**config.mk**
```make
export PLATFORM = sky130hd
export DESIGN_NAME = rational_add_sub_reduce_flat
export DESIGN_NICKNAME = d
export VERILOG_FILES = /design/src/sv/rasr_pkg.sv /design/src/sv/rasr_if.sv /design/src/sv/rasr_front.sv /design/src/sv/rasr_fifo.sv /design/src/sv/rasr_back.sv /design/src/sv/rational_add_sub_reduce.sv /design/src/flat_wrapper.sv
export VERILOG_INCLUDE_DIRS = /design/src /design/src/sv
export SDC_FILE = /design/constraint.sdc
export NUM_CORES = 2
export LEC_CHECK = 0
export BUFFER_PORTS_ARGS = -buffer_cell sky130_fd_sc_hd__clkbuf_2
export CORE_MARGIN = 3
export CORE_UTILIZATION = 48
export DETAILED_ROUTE_END_ITERATION = 16
export GPL_TIMING_DRIVEN = 1
export PLACE_DENSITY_LB_ADDON = 0.08
export RECOVER_POWER = 25
export SYNTH_ARGS = -nofsm -noshare
export SYNTH_HDL_FRONTEND = slang
export SYNTH_SLANG_ARGS = --single-unit
export TNS_END_PERCENT = 1
```
**constraint.sdc**
```tcl
create_clock -name clk -period 15.3 [get_ports clk]
set_input_delay 4.59 -clock clk [delete_from_list [all_inputs] [get_ports clk]]
set_output_delay 4.59 -clock clk [all_outputs]
set_load 0.1 [all_outputs]
```
**src/sv/rational_add_sub_reduce_defines.svh**
```systemverilog
// assertion macros for the rational add/subtract block
// expects clk and arst_n in the scope of every use
`ifndef RATIONAL_ADD_SUB_REDUCE_DEFINES_SVH
`define RATIONAL_ADD_SUB_REDUCE_DEFINES_SVH
`ifndef SYNTHESIS
`define RASR_ASSERT(lbl, prop, msg) \
	lbl: assert property (@(posedge clk) disable iff (!arst_n) prop) else $error(msg);
`define RASR_NEVER(lbl, cond, msg) \
	`RASR_ASSERT(lbl, !(cond), msg)
`else
`define RASR_ASSERT(lbl, prop, msg)
`define RASR_NEVER(lbl, cond, msg)
`endif
`endif

```
**src/sv/rasr_pkg.sv**
```systemverilog
// shared constants for the rational add/subtract block
// no dependencies
package rasr_pkg;
	localparam int OPERAND_WIDTH_DEF = 16;
	localparam int NUM_OUT_W = 32;
	localparam int DEN_OUT_W = 30;
	localparam logic CMD_ADD = 1'b0;
	localparam logic CMD_SUB = 1'b1;
endpackage

```
**src/sv/rasr_if.sv**
```systemverilog
// valid/ready channels for operand beats and result beats
// depends on rasr_pkg
interface rasr_in_if #(parameter int W = rasr_pkg::OPERAND_WIDTH_DEF);
	logic valid;
	logic ready;
	logic cmd;
	logic signed [W-1:0] num_a;
	logic [W-2:0] den_a;
	logic signed [W-1:0] num_b;
	logic [W-2:0] den_b;
	modport source(output valid, cmd, num_a, den_a, num_b, den_b, input ready);
	modport sink(input valid, cmd, num_a, den_a, num_b, den_b, output ready);
endinterface

interface rasr_out_if;
	logic valid;
	logic ready;
	logic signed [rasr_pkg::NUM_OUT_W-1:0] num_out;
	logic [rasr_pkg::DEN_OUT_W-1:0] den_out;
	logic zero_den;
	modport source(output valid, num_out, den_out, zero_den, input ready);
	modport sink(input valid, num_out, den_out, zero_den, output ready);
endinterface

```
**src/sv/rasr_front.sv**
```systemverilog
// front end: takes operand beats, flags zero denominators, packs a job
// depends on rasr_pkg and rasr_if
module rasr_front #(
	parameter int W = rasr_pkg::OPERAND_WIDTH_DEF,
	parameter int JOB_W = 4 * W
) (
	rasr_in_if.sink req,
	input logic full,
	output logic push,
	output logic [JOB_W-1:0] job
);
	logic zd;

	assign req.ready = !full;
	assign push = req.valid && !full;
	assign zd = (req.den_a == '0) || (req.den_b == '0);
	assign job = {zd, req.cmd, req.num_a, req.den_a, req.num_b, req.den_b};
endmodule

```
**src/sv/rasr_fifo.sv**
```systemverilog
// two-entry job queue between front end and back end
// no package dependencies
module rasr_fifo #(
	parameter int DATA_W = 64
) (
	input logic clk,
	input logic arst_n,
	input logic push,
	input logic [DATA_W-1:0] din,
	output logic full,
	input logic pop,
	output logic [DATA_W-1:0] dout,
	output logic empty
);
	localparam int DEPTH = 2;
	localparam int PW = $clog2(DEPTH);
	localparam int CW = $clog2(DEPTH + 1);

	logic [DATA_W-1:0] mem_q [DEPTH];
	logic [PW-1:0] wr_q, rd_q;
	logic [CW-1:0] cnt_q;

	assign full = (cnt_q == CW'(DEPTH));
	assign empty = (cnt_q == '0);
	assign dout = mem_q[rd_q];

	always_ff @(posedge clk) begin
		if (push) begin
			mem_q[wr_q] <= din;
		end
	end

	always_ff @(posedge clk or negedge arst_n) begin
		if (!arst_n) begin
			wr_q <= '0;
			rd_q <= '0;
			cnt_q <= '0;
		end else begin
			if (push) begin
				wr_q <= wr_q + 1'b1;
			end
			if (pop) begin
				rd_q <= rd_q + 1'b1;
			end
			if (push && !pop) begin
				cnt_q <= cnt_q + 1'b1;
			end else if (pop && !push) begin
				cnt_q <= cnt_q - 1'b1;
			end
		end
	end
endmodule

```
**src/sv/rasr_back.sv**
```systemverilog
// back end: gcd, divide, scale, add and reduce sequencer with result register
// depends on rasr_pkg, rasr_if and rational_add_sub_reduce_defines.svh
`include "rational_add_sub_reduce_defines.svh"
module rasr_back #(
	parameter int W = rasr_pkg::OPERAND_WIDTH_DEF,
	parameter int JOB_W = 4 * W
) (
	input logic clk,
	input logic arst_n,
	input logic job_valid,
	input logic [JOB_W-1:0] job,
	output logic pop,
	rasr_out_if.source rsp
);
	localparam int DNW = W - 1;
	localparam int DW = 2 * W;
	localparam int CW = $clog2(DW + 1);

	typedef enum logic [8:0] {
		S_IDLE  = 9'b000000001,
		S_GCD   = 9'b000000010,
		S_FIX   = 9'b000000100,
		S_DIV   = 9'b000001000,
		S_MUL_L = 9'b000010000,
		S_MUL_A = 9'b000100000,
		S_MUL_B = 9'b001000000,
		S_SUM   = 9'b010000000,
		S_OUT   = 9'b100000000
	} state_t;

	state_t state_q;
	logic ph_q, zd_q, cmd_q, neg_q, ovalid_q, zd_out_q;
	logic signed [W-1:0] na_q, nb_q;
	logic [DNW-1:0] da_q, db_q;
	logic [DW-1:0] gx_q, gy_q, dv_q, lcm_q, mag_q;
	logic [CW-1:0] gk_q, cnt_q;
	logic [DW-1:0] dn_q [2];
	logic [DW-1:0] rem_q [2];
	logic signed [DW-1:0] ta_q, tb_q;
	logic signed [rasr_pkg::NUM_OUT_W-1:0] num_out_q;
	logic [rasr_pkg::DEN_OUT_W-1:0] den_out_q;

	logic j_zd, j_cmd;
	logic signed [W-1:0] j_na, j_nb;
	logic [DNW-1:0] j_da, j_db;
	logic [DW:0] tr [2];
	logic ge [2];
	logic [DW-1:0] rem_nx [2];
	logic [DW-1:0] dn_nx [2];
	logic signed [W-1:0] mul_a, mul_b;
	logic signed [DW-1:0] prod, sumv, snum;
	logic load_ok;

	assign {j_zd, j_cmd, j_na, j_da, j_nb, j_db} = job;
	assign pop = (state_q == S_IDLE) && job_valid;
	assign load_ok = !ovalid_q || rsp.ready;

	always_comb begin
		for (int i = 0; i < 2; i++) begin
			tr[i] = {rem_q[i], dn_q[i][DW-1]};
			ge[i] = tr[i] >= {1'b0, dv_q};
			rem_nx[i] = ge[i] ? DW'(tr[i] - {1'b0, dv_q}) : tr[i][DW-1:0];
			dn_nx[i] = {dn_q[i][DW-2:0], ge[i]};
		end
	end

	always_comb begin
		unique case (state_q)
			S_MUL_L: begin
				mul_a = $signed({1'b0, dn_q[0][DNW-1:0]});
				mul_b = $signed({1'b0, db_q});
			end
			S_MUL_A: begin
				mul_a = na_q;
				mul_b = $signed({1'b0, dn_q[1][DNW-1:0]});
			end
			default: begin
				mul_a = nb_q;
				mul_b = $signed({1'b0, dn_q[0][DNW-1:0]});
			end
		endcase
	end

	assign prod = mul_a * mul_b;
	assign sumv = (cmd_q == rasr_pkg::CMD_SUB) ? (ta_q - tb_q) : (ta_q + tb_q);
	assign snum = neg_q ? -$signed(dn_q[0]) : $signed(dn_q[0]);

	always_ff @(posedge clk) begin
		unique case (state_q)
			S_IDLE: begin
				zd_q <= j_zd;
				cmd_q <= j_cmd;
				na_q <= j_na;
				nb_q <= j_nb;
				da_q <= j_da;
				db_q <= j_db;
				gx_q <= DW'(j_da);
				gy_q <= DW'(j_db);
				gk_q <= '0;
			end
			S_GCD: begin
				priority if (gx_q == '0 || gy_q == '0) begin
					gx_q <= gx_q | gy_q;
				end else if (!gx_q[0] && !gy_q[0]) begin
					gx_q <= gx_q >> 1;
					gy_q <= gy_q >> 1;
					gk_q <= gk_q + 1'b1;
				end else if (!gx_q[0]) begin
					gx_q <= gx_q >> 1;
				end else if (!gy_q[0]) begin
					gy_q <= gy_q >> 1;
				end else if (gx_q >= gy_q) begin
					gx_q <= gx_q - gy_q;
				end else begin
					gy_q <= gy_q - gx_q;
				end
			end
			S_FIX: begin
				if (gk_q == '0) begin
					dn_q[0] <= ph_q ? mag_q : DW'(da_q);
					dn_q[1] <= ph_q ? lcm_q : DW'(db_q);
					rem_q[0] <= '0;
					rem_q[1] <= '0;
					dv_q <= gx_q;
					cnt_q <= CW'(DW);
				end else begin
					gx_q <= gx_q << 1;
					gk_q <= gk_q - 1'b1;
				end
			end
			S_DIV: begin
				dn_q[0] <= dn_nx[0];
				dn_q[1] <= dn_nx[1];
				rem_q[0] <= rem_nx[0];
				rem_q[1] <= rem_nx[1];
				cnt_q <= cnt_q - 1'b1;
			end
			S_MUL_L: lcm_q <= DW'(prod);
			S_MUL_A: ta_q <= prod;
			S_MUL_B: tb_q <= prod;
			S_SUM: begin
				neg_q <= sumv[DW-1];
				mag_q <= sumv[DW-1] ? DW'(-sumv) : DW'(sumv);
				gx_q <= sumv[DW-1] ? DW'(-sumv) : DW'(sumv);
				gy_q <= lcm_q;
				gk_q <= '0;
			end
			S_OUT: begin
				if (load_ok) begin
					num_out_q <= zd_q ? '0 : rasr_pkg::NUM_OUT_W'(snum);
					den_out_q <= zd_q ? rasr_pkg::DEN_OUT_W'(1) : rasr_pkg::DEN_OUT_W'(dn_q[1]);
					zd_out_q <= zd_q;
				end
			end
			default: begin
			end
		endcase
	end

	always_ff @(posedge clk or negedge arst_n) begin
		if (!arst_n) begin
			state_q <= S_IDLE;
			ph_q <= 1'b0;
			ovalid_q <= 1'b0;
		end else begin
			if (state_q == S_OUT && load_ok) begin
				ovalid_q <= 1'b1;
			end else if (rsp.ready) begin
				ovalid_q <= 1'b0;
			end
			unique case (state_q)
				S_IDLE: begin
					if (job_valid) begin
						ph_q <= 1'b0;
						state_q <= j_zd ? S_OUT : S_GCD;
					end
				end
				S_GCD: begin
					if (gx_q == '0 || gy_q == '0) begin
						state_q <= S_FIX;
					end
				end
				S_FIX: begin
					if (gk_q == '0) begin
						state_q <= S_DIV;
					end
				end
				S_DIV: begin
					if (cnt_q == CW'(1)) begin
						state_q <= ph_q ? S_OUT : S_MUL_L;
					end
				end
				S_MUL_L: state_q <= S_MUL_A;
				S_MUL_A: state_q <= S_MUL_B;
				S_MUL_B: state_q <= S_SUM;
				S_SUM: begin
					ph_q <= 1'b1;
					state_q <= S_GCD;
				end
				S_OUT: begin
					if (load_ok) begin
						state_q <= S_IDLE;
					end
				end
				default: state_q <= S_IDLE;
			endcase
		end
	end

	assign rsp.valid = ovalid_q;
	assign rsp.num_out = num_out_q;
	assign rsp.den_out = den_out_q;
	assign rsp.zero_den = zd_out_q;

	`RASR_NEVER(a_div_by_zero, (state_q == S_DIV) && (dv_q == '0), "divide by zero divisor")
	`RASR_ASSERT(a_zero_den_gives_zero, (ovalid_q && zd_out_q) |-> ((num_out_q == '0) && (den_out_q == rasr_pkg::DEN_OUT_W'(1))), "zero denominator result not 0/1")
	`RASR_ASSERT(a_result_from_out, $rose(ovalid_q) |-> $past(state_q == S_OUT), "result loaded outside output step")
endmodule

```
**src/sv/rational_add_sub_reduce.sv**
```systemverilog
// Adds or subtracts two fractions and returns the result reduced to lowest terms, one result
// beat per operand beat. The back end runs two binary gcd passes in one shared gcd unit (one
// step per cycle), two passes of a shared two-lane restoring divider, and one shared multiplier
// for the lcm and both scaled numerators; a zero denominator goes straight to the output step,
// and a result may wait for the result register to drain. A two-entry queue lets the front end
// take beats while the back end works. Zero denominators give 0/1 with zero_den set. Numerator
// and denominator outputs are the low bits of the exact result.
// depends on rasr_pkg, rasr_if, rasr_front, rasr_fifo, rasr_back
module rational_add_sub_reduce #(
	parameter int OPERAND_WIDTH = rasr_pkg::OPERAND_WIDTH_DEF
) (
	input logic clk,
	input logic arst_n,
	rasr_in_if.sink req,
	rasr_out_if.source rsp
);
	localparam int JOB_W = 4 * OPERAND_WIDTH;

	logic push, full, empty, pop;
	logic [JOB_W-1:0] job_in, job_out;

	rasr_front #(.W(OPERAND_WIDTH), .JOB_W(JOB_W)) u_front (
		.req(req),
		.full(full),
		.push(push),
		.job(job_in)
	);

	rasr_fifo #(.DATA_W(JOB_W)) u_fifo (
		.clk(clk),
		.arst_n(arst_n),
		.push(push),
		.din(job_in),
		.full(full),
		.pop(pop),
		.dout(job_out),
		.empty(empty)
	);

	rasr_back #(.W(OPERAND_WIDTH), .JOB_W(JOB_W)) u_back (
		.clk(clk),
		.arst_n(arst_n),
		.job_valid(!empty),
		.job(job_out),
		.pop(pop),
		.rsp(rsp)
	);
endmodule
```
**src/flat_wrapper.sv**
```systemverilog
// flat-port wrapper written by rule: the top's interface ports become plain ports
module rational_add_sub_reduce_flat 
#(
	parameter int OPERAND_WIDTH = rasr_pkg::OPERAND_WIDTH_DEF
)
  (clk, arst_n, req_valid, req_cmd, req_num_a, req_den_a, req_num_b, req_den_b, req_ready, rsp_valid, rsp_num_out, rsp_den_out, rsp_zero_den, rsp_ready);
  rasr_in_if req_i ();
  rasr_out_if rsp_i ();
  input logic clk;
  input logic arst_n;
  input wire logic [$bits(req_i.valid)-1:0] req_valid;
  input wire logic [$bits(req_i.cmd)-1:0] req_cmd;
  input wire logic [$bits(req_i.num_a)-1:0] req_num_a;
  input wire logic [$bits(req_i.den_a)-1:0] req_den_a;
  input wire logic [$bits(req_i.num_b)-1:0] req_num_b;
  input wire logic [$bits(req_i.den_b)-1:0] req_den_b;
  output wire logic [$bits(req_i.ready)-1:0] req_ready;
  output wire logic [$bits(rsp_i.valid)-1:0] rsp_valid;
  output wire logic [$bits(rsp_i.num_out)-1:0] rsp_num_out;
  output wire logic [$bits(rsp_i.den_out)-1:0] rsp_den_out;
  output wire logic [$bits(rsp_i.zero_den)-1:0] rsp_zero_den;
  input wire logic [$bits(rsp_i.ready)-1:0] rsp_ready;
  assign req_i.valid = req_valid;
  assign req_i.cmd = req_cmd;
  assign req_i.num_a = req_num_a;
  assign req_i.den_a = req_den_a;
  assign req_i.num_b = req_num_b;
  assign req_i.den_b = req_den_b;
  assign req_ready = req_i.ready;
  assign rsp_valid = rsp_i.valid;
  assign rsp_num_out = rsp_i.num_out;
  assign rsp_den_out = rsp_i.den_out;
  assign rsp_zero_den = rsp_i.zero_den;
  assign rsp_i.ready = rsp_ready;
  rational_add_sub_reduce #(.OPERAND_WIDTH(OPERAND_WIDTH)) u_core (.clk(clk), .arst_n(arst_n), .req(req_i), .rsp(rsp_i));
endmodule
```
==> out/summary.txt <==
EDFF count, synth = 620
WS Path Type = register to register
Critical path launch point type = register
Clock transition at the registers of the reported paths = 0.06 ns
Vias in the first global route = 33300
Insertion delay to the later sink of the worst-skew pair = 0.65 ns
H-tree levels = 3
Die Span X = 315 µm
CTS Buf Count = 73
Layout area overhead = 9.72%
Initial antenna violation count = 3
Yosys synthesis warning count = 0
Mapped Area = 45900 µm²
Post-Syn Instances = 4426
GP Congestion = 0.957
Largest cells by area after synthesis = edfxtp_1 41%, fa_1 11%, ha_1 7.7%, inv_1 3.9%, nor2_1 3.5%
DP Cell Count = 5688
Post-Route Setup TNS = 0 ns
Tcrit/Tclk final = 75.3%
Setup Skew = 0.0307 ns
CP dominant cell by count = fa_1
Detailed Route WL = 140000 µm
Tightest Hold Check Type = register to register
Max Slew Vio Count = 525
Worst Path Buf+Inv = 6
Post-CTS Setup Bufs = 0
Die extent in y = 315 µm
Largest stage delay on the critical path = 2.44 ns
First-pass GRT wire length = 211000 µm
Remaining DRCs = 0
Drt pass-1 iters = 6
Status = complete, but fails checks
Hold Vio Cnt, Final = 0
Worst-path fanout max = 62
Worst Tran Pin Value = 4.15 ns
Register area share after synthesis = 41.4%
Core area = 94000 µm²
Async SR Flop Fraction = 2.36%
Via density = 5.84
DR vias = 34000
GRT overflow = 0
Setup violation total in the final timing report = 0
DIE AREA = 99300 µm²
Crit path arrival time = 11.89 ns
Max Clk Rate = 0.0868 GHz
CP required = 15.67 ns
Placement Setup Slack = 5.47 ns
Failing checks = max-capacitance violations, max-slew violations
Routed Antenna Nets = 0
Syn Nets = 5029
Max cap viols = 11
RSZ-0062 raised after global routing = false
I/O Pins = 132
Largest net degree at the start of global routing = 75
Number of synthesized register bits = 635
Final worst slack = 3.78 ns
CTS Hold Bufs = 0
Sink Count = 635
Slew margin rel. = -177%
I/O Buffers = 131
Synth top area share = 40.6%
Nets@finish = 5112
Initial Util = 48.8%
CTS Buffer Depth = 3
Gates resized, CTS repair = 0
Mean post-synth cell area = 10.4 µm²
Slowest stage cell, crit path = clkbuf_1
DR iter-0 viols = 3145
Fillers = 8525
Post-DP HPWL = 109000 µm
Final min period = 11.52 ns
Delay-heaviest family, CP = buffers and inverters
Post-synth top flop = edfxtp_1
Worst Setup End Kind = register
Antenna cells = 0
Yosys top cell by area = edfxtp_1
Total Routing Usage GR = 28.2%
CTS tree = yes
Flop2flop setup slack = 3.78 ns
Num rows = 112
Share of cells above drive strength 1 = 8.30%
CTS Root Cell = clkbuf_16
Fin util = 53.5%
Routed len/inst = 24.0 µm
Unique masters post-synth = 101
Post-route insts no fill = 5821
==> cell families after synthesis <==
group | after synthesis | share of synthesized area (%)
AO/OA/AOI/OAI | 903 | 13.1
flip-flops | 635 | 41.4
AND/OR/NAND/NOR | 1310 | 13.4
multiplexers | 131 | 3.03
XOR/XNOR | 255 | 4.89
buffers and inverters | 656 | 5.44
adder cells (fa/ha/maj) | 536 | 18.7
==> cells in the mapped netlist (all sizes together) (8+ instances only) <==
master	n
a221oi	33
fa	252
nor2b	53
ha	284
inv	475
edfxtp	620
mux2i	67
a31oi	24
o21a	24
a2111oi	9
clkbuf	152
or3	22
o31a	19
nand2	392
a221o	27
nor3	74
o211ai	30
a22oi	32
or2	10
a211oi	23
nor3b	10
o221ai	19
o31ai	32
and3	22
and2	43
nand4	27
nand2b	33
and4	10
nand3	92
nor4	50
o21bai	39
nor2	432
o41ai	8
mux2	64
xnor2	177
a22o	8
buf	28
a21o	67
dfrtp	14
o22ai	12
o21ai	192
xor2	78
a21oi	242
or4	18
==> final timing paths <==
path / end / cells after the start / startpoint
max: u_core.u_back.lcm_q[30] / 28 / u_core.u_back.state_q[7]
min: u_core.u_fifo.cnt_q[1] / 1 / u_core.u_fifo.cnt_q[1]
max reg2reg: u_core.u_back.lcm_q[30] / 28 / u_core.u_back.state_q[7]
min reg2reg: u_core.u_fifo.cnt_q[1] / 1 / u_core.u_fifo.cnt_q[1]
max in group asynchronous: u_core.u_back.state_q[0] / 1 / arst_n
min in group asynchronous: u_core.u_fifo.wr_q / 1 / arst_n
==> cell usage in the layout (no fill, tap or decap), types with 67 or more instances in the layout <==
cell type,instances
nand3_1,92
inv_1,473
a21oi_1,240
nor3_1,73
xor2_1,78
o21ai_0,188
ha_1,284
xnor2_1,176
clkbuf_16,73
a21o_1,67
edfxtp_1,620
mux2i_1,67
nor2_1,428
nand2_1,391
clkbuf_2,131
fa_1,252
==> state kept, by name (all words and copies together) (netlist names), 30 cells and up <==
register                   flops
u_core.u_back.rsp.den_out     30
u_core.u_fifo.mem_q          128
u_core.u_back.gy_q            32
u_core.u_back.ta_q            32
u_core.u_back.lcm_q           32
u_core.u_back.dv_q            32
u_core.u_back.mag_q           32
u_core.u_back.dn_q            64
u_core.u_back.rsp.num_out     32
u_core.u_back.gx_q            32
u_core.u_back.tb_q            32
u_core.u_back.rem_q           64
==> per-layer routing <==
metal / vias to the layer above / GRT usage [%] / part of all wire, %
met2: 1187 / 44.6 / 45
met4: 0 / 11.0 / 4.3
met5: - / 0 / 0
li1: 15800 / - / -
met1: 16800 / 39.6 / 44
met3: 240 / 3.71 / 6.3
==> metrics by stage <==
step                hold WS, ns  cell area, µm²
floorplan                 0.424           45900
global placement          0.505           47900
detailed placement        0.506           47900
CTS                       0.517           50400
global route              0.542           50300
finish                    0.520           50300
==> cell type report <==
type                       instances  area [µm²]  area share, %
multi-input combinational       3135       24400           48.6
sequential                       635       19000           37.7
clock buffer                      85        1870           3.72
inverter                         476        1790           3.55
tap                             1254        1570           3.12
timing repair buffer             188        1040           2.07
clock inverter                    48         619           1.23
Power is left out: the tool's default activity adds up to more than one toggle a clock period on the data nets, which glitch-free logic cannot reach.
